**src/rtl/mroe_pkg.sv**
```systemverilog
// ----------------------------------------------------------------------------
// mroe_pkg
// Types and constants shared by the matrix row operation engine files.
// ----------------------------------------------------------------------------
package mroe_pkg;

  localparam int MAX_ROWS_DEF = 8;
  localparam int MAX_COLS_DEF = 8;

  localparam int DATA_W = 32;
  localparam int FRAC_W = 16;
  localparam int NUM_W  = DATA_W + FRAC_W + 1;
  localparam int WIDE_W = 50;

  localparam logic [3:0] ROWS_RST = 4'd8;
  localparam logic [3:0] COLS_RST = 4'd8;

  localparam logic REG_ROWS = 1'b0;
  localparam logic REG_COLS = 1'b1;

  typedef enum logic [2:0] {
    CMD_WRITE  = 3'd0,
    CMD_READ   = 3'd1,
    CMD_SWAP   = 3'd2,
    CMD_MUL    = 3'd3,
    CMD_DIV    = 3'd4,
    CMD_SUBMUL = 3'd5
  } cmd_t;

  typedef enum logic [1:0] {
    ST_OK      = 2'd0,
    ST_RANGE   = 2'd1,
    ST_DIVZERO = 2'd2,
    ST_SAT     = 2'd3
  } status_t;

  typedef enum logic [2:0] {
    S_IDLE,
    S_RD,
    S_WAIT,
    S_ARITH,
    S_DIV,
    S_WR2,
    S_DONE
  } state_t;

  typedef struct packed {
    logic start;
    logic done;
  } div_ctl_t;

  function automatic logic [DATA_W-1:0] mag32(input logic [DATA_W-1:0] x);
    mag32 = x[DATA_W-1] ? DATA_W'(~x + 1'b1) : x;
  endfunction

endpackage

```
**src/rtl/mroe_div.sv**
```systemverilog
// ----------------------------------------------------------------------------
// mroe_div
// Radix-2 restoring divider, one quotient bit per cycle.
// ----------------------------------------------------------------------------
module mroe_div
  import mroe_pkg::*;
(
  input  logic              clk,
  input  logic              rst_n,
  input  div_ctl_t          ctl_in,
  output div_ctl_t          ctl_out,
  input  logic [NUM_W-1:0]  num,
  input  logic [DATA_W-1:0] den,
  output logic [NUM_W-1:0]  quo
);

  localparam int CW = $clog2(NUM_W + 1);

  logic [NUM_W-1:0]  num_r;
  logic [DATA_W-1:0] den_r;
  logic [DATA_W:0]   rem_r;
  logic [CW-1:0]     cnt_r;
  logic              busy_r;
  logic              done_r;
  logic [DATA_W:0]   rem_sh;
  logic              qbit;

  assign rem_sh = {rem_r[DATA_W-1:0], num_r[NUM_W-1]};
  assign qbit   = (rem_sh >= {1'b0, den_r});

  always_ff @(posedge clk) begin
    if (!rst_n) begin
      busy_r <= 1'b0;
      done_r <= 1'b0;
      cnt_r  <= '0;
    end else begin
      done_r <= 1'b0;
      if (ctl_in.start) begin
        busy_r <= 1'b1;
        cnt_r  <= CW'(NUM_W);
      end else if (busy_r) begin
        cnt_r <= cnt_r - 1'b1;
        if (cnt_r == CW'(1)) begin
          busy_r <= 1'b0;
          done_r <= 1'b1;
        end
      end
    end
  end

  always_ff @(posedge clk) begin
    if (ctl_in.start) begin
      num_r <= num;
      den_r <= den;
      rem_r <= '0;
    end else if (busy_r) begin
      rem_r <= qbit ? (rem_sh - {1'b0, den_r}) : rem_sh;
      num_r <= {num_r[NUM_W-2:0], qbit};
    end
  end

  assign quo           = num_r;
  assign ctl_out.start = 1'b0;
  assign ctl_out.done  = done_r;

endmodule
```
**config.mk**
```make
export PLATFORM = sky130hd
export DESIGN_NAME = mroe_div
export DESIGN_NICKNAME = d
export VERILOG_FILES = /design/src/rtl/mroe_pkg.sv /design/src/rtl/mroe_div.sv
export SDC_FILE = /design/constraint.sdc
export NUM_CORES = 1
export LEC_CHECK = 0
export ABC_AREA = 1
export BUFFER_PORTS_ARGS = -buffer_cell sky130_fd_sc_hd__buf_2
export CORE_MARGIN = 8
export CORE_UTILIZATION = 30
export CTS_CLUSTER_DIAMETER = 50
export DETAILED_ROUTE_END_ITERATION = 10
export PLACE_DENSITY_LB_ADDON = 0.15
export SLEW_MARGIN = 40
export SYNTH_ARGS = -nofsm -noshare
export SYNTH_HDL_FRONTEND = slang
export SYNTH_SLANG_ARGS = --single-unit
export TNS_END_PERCENT = 30
```
**constraint.sdc**
```tcl
create_clock -name clk -period 5.8 [get_ports clk]
set_input_delay 1.16 -clock clk [delete_from_list [all_inputs] [get_ports clk]]
set_output_delay 1.16 -clock clk [all_outputs]
set_load 0.02 [all_outputs]
```
==> flow_summary.toml <==
[outcome]
status = "finished clean"

[setup_path]
r2r_slack_ns = 2.89
end_kind = "flop"
crit_path_start_kind = "flop"
cp.arrival_ns = 3.22
criticalPathCategory = "reg -> reg"
critPathMaxFanout = 32
required_ns = 6.11

[detailed_routing]
dr.pass1.iters = 5
drc_errors = 0
vias_per_cell = 4.34
drt.antenna.violating_nets = 0
wl_per_cell_microns = 13.6
vias = 6750
wl_microns = 21200
drt-initial-drc-count = 358

[clock_network]
insertion_delay_ns = 0.43
cts.htree.levels = 4
cts_tree = "built"
clockRootBuffer = "clkbuf_16"
clkTransAtPathRegs_ns = 0.08
clockBufferDepth = 2
cts-resized-gates = 0
hold_buffers = 0
cts_buffers = 17
post_cts_buffers = 0
cts.sinks = 121

[final_layout]
layout_commonest_cell = "nand2_1"
n_fill_cell = 2719
drive_gt1_share_pct = 15.4
area_growth_syn_to_layout_pct = 21.0
fin_area_sq_um = 9190
fin_nets = 1330
layout_common_cells = "465 x nand2_1, 188 x inv_1, 132 x buf_2"

[logic_synthesis]
syn_area_sq_um = 7590
synth.distinct_cells = 35
netlist_instances = 1079
synth_warnings = 0
ys_seq_elements = 121
yosysSeqAreaShare_pct = 42.6
synth_fp_nets = 1199
syn_avg_cell_area_sq_um = 7.04

[timing]
relSlewSlack_pct = 51.9
fin_worst_skew_ns = 0.0209
setup_tns_ns = 0
hold_violations = 0
slew_viol_final = 0
setup_viol = 0
clock.fmax_mhz = 344
min_period_ns = 2.91
min_period_over_period_pct = 50.1
grt_setup_unrepaired = "no"
tightest_slew_ns = 0.722

[power_and_ir_drop]
power_frac_comb_pct = 12.8
seqPwrFrac_pct = 42.1
power.density_nw_per_um2 = 264
p_clk_share_pct = 45.1
p_switching_mw = 0.711
p_int_mw = 1.71
vdd_ir_drop_max_v = 0.000170
leakage_nw = 4.92
switching_share_pct = 29.4

[die]
die_x_microns = 175
io-pin-count = 136
die_y_microns = 175
design.die.area_sq_um = 30700
core_sq_um = 25000
num_rows = 58
start_util_pct = 30.3

[global_route]
grt_pass1_vias = 7001
antenna_found_initial = 2
grt_max_degree = 64
track_usage_pct = 14.3
grt_pass1_wl_microns = 35300
met2_usage_pct = 22.1
use_met3_pct = 5.35
overflow = 0
grt_busiest_layer = "met2"
met1_usage_pct = 18.3

[placement]
gp_congestion = 0.903
placed_area_sq_um = 8590
post-dp-hpwl_microns = 15900
port_buffers = 133

[min_path]
worst_hold_path_type = "reg -> reg"

[job]
maxCapViolations = 0
[critical path, stage by stage (launching register included)]
cell and delay (ns):
edfxtp_1 0.32, inv_1 0.05, ha_1 0.39, nand2_1 0.19, nor2_1 0.17, nand2_1 0.08, nor3_1 0.26, nand2_2 0.38
buf_4 0.34, nand2_4 0.31, nand3_1 0.15, nand2_1 0.10, nand2_1 0.04
[routing by layer]
metal	wire length [microns]	up-vias
li1	-	3599
met1	10200	2975
met2	9200	157
met3	1530	17
met4	220	2
met5	10	-
[final cells by class]
type / instances / area [sq um] / area share, %
Antenna cell: 1 / 2.50 / 0.0272
Clock buffer: 17 / 425 / 4.63
Clock inverter: 15 / 166 / 1.81
Inverter: 190 / 718 / 7.82
Multi-Input combinational cell: 740 / 3490 / 38.0
Sequential cell: 121 / 3230 / 35.2
Tap cell: 330 / 413 / 4.49
Timing Repair Buffer: 140 / 736 / 8.01
[registers in the layout (all words and copies together), names as in the netlist]
signal	cells
busy_r	1
cnt_r	6
den_r	32
done_r	1
quo	49
rem_r	32
[Yosys cell counts, drive strengths merged]
library cell / number / area, sq um
fa: 1 / 20.0
dfxtp: 40 / 801
inv: 190 / 713
buf: 14 / 104
and2: 3 / 18.8
a211oi: 1 / 7.51
o21ai: 18 / 90.1
nor3: 5 / 25.0
a21oi: 23 / 115
edfxtp: 81 / 2430
nor4: 1 / 6.26
ha: 34 / 425
nand2: 471 / 1790
a31oi: 2 / 12.5
clkbuf: 14 / 52.6
nand3b: 13 / 97.6
xor2: 1 / 8.76
nand4: 9 / 56.3
xnor2: 14 / 123
nor2: 54 / 228
nor3b: 1 / 7.51
o21a: 2 / 15.0
nand3: 83 / 420
conb: 1 / 3.75
o21bai: 3 / 22.5
[path summary, 6_finish.rpt]
check                               start        end  cells after the start
worst max register to register  den_r[21]  rem_r[25]                     12
worst max-delay path            den_r[21]  rem_r[25]                     12
worst min-delay path            rem_r[13]  rem_r[13]                      2
worst min register to register  rem_r[13]  rem_r[13]                      2
[per-stage QoR]
step	utilization (%)	hold slack, ns	instances	setup slack, ns	total power, mW
CTS	36.7	0.472	1553	2.87	2.46
finish	36.7	0.470	1554	2.89	2.42
global placement	34.2	0.458	1519	2.49	1.35
detailed placement	34.3	0.459	1521	2.76	1.35
floorplan	-	0.443	1079	2.26	1.23
global route	36.7	0.496	1553	2.61	2.54
[power by group through the flow]
stage,combinational [mW],clock [mW],sequential [mW]
finish,0.309,1.09,1.02
global route,0.350,1.16,1.03
CTS,0.315,1.13,1.02
detailed placement,0.315,0,1.04
global placement,0.313,0,1.04
floorplan,0.151,0,1.08
[cell families (layout without fill, tap and decap cells)]
logic type,Yosys count,in the layout,synth area share [%]
adder cells (fa/ha/maj),35,35,5.87
XOR/XNOR,15,15,1.73
buffers and inverters,218,362,11.5
flip-flops,121,121,42.6
AO/OA/AOI/OAI,49,49,3.46
other,1,2,0.0494
AND/OR/NAND/NOR,640,640,34.9
Note: power is estimated with default switching activity, not from simulation.
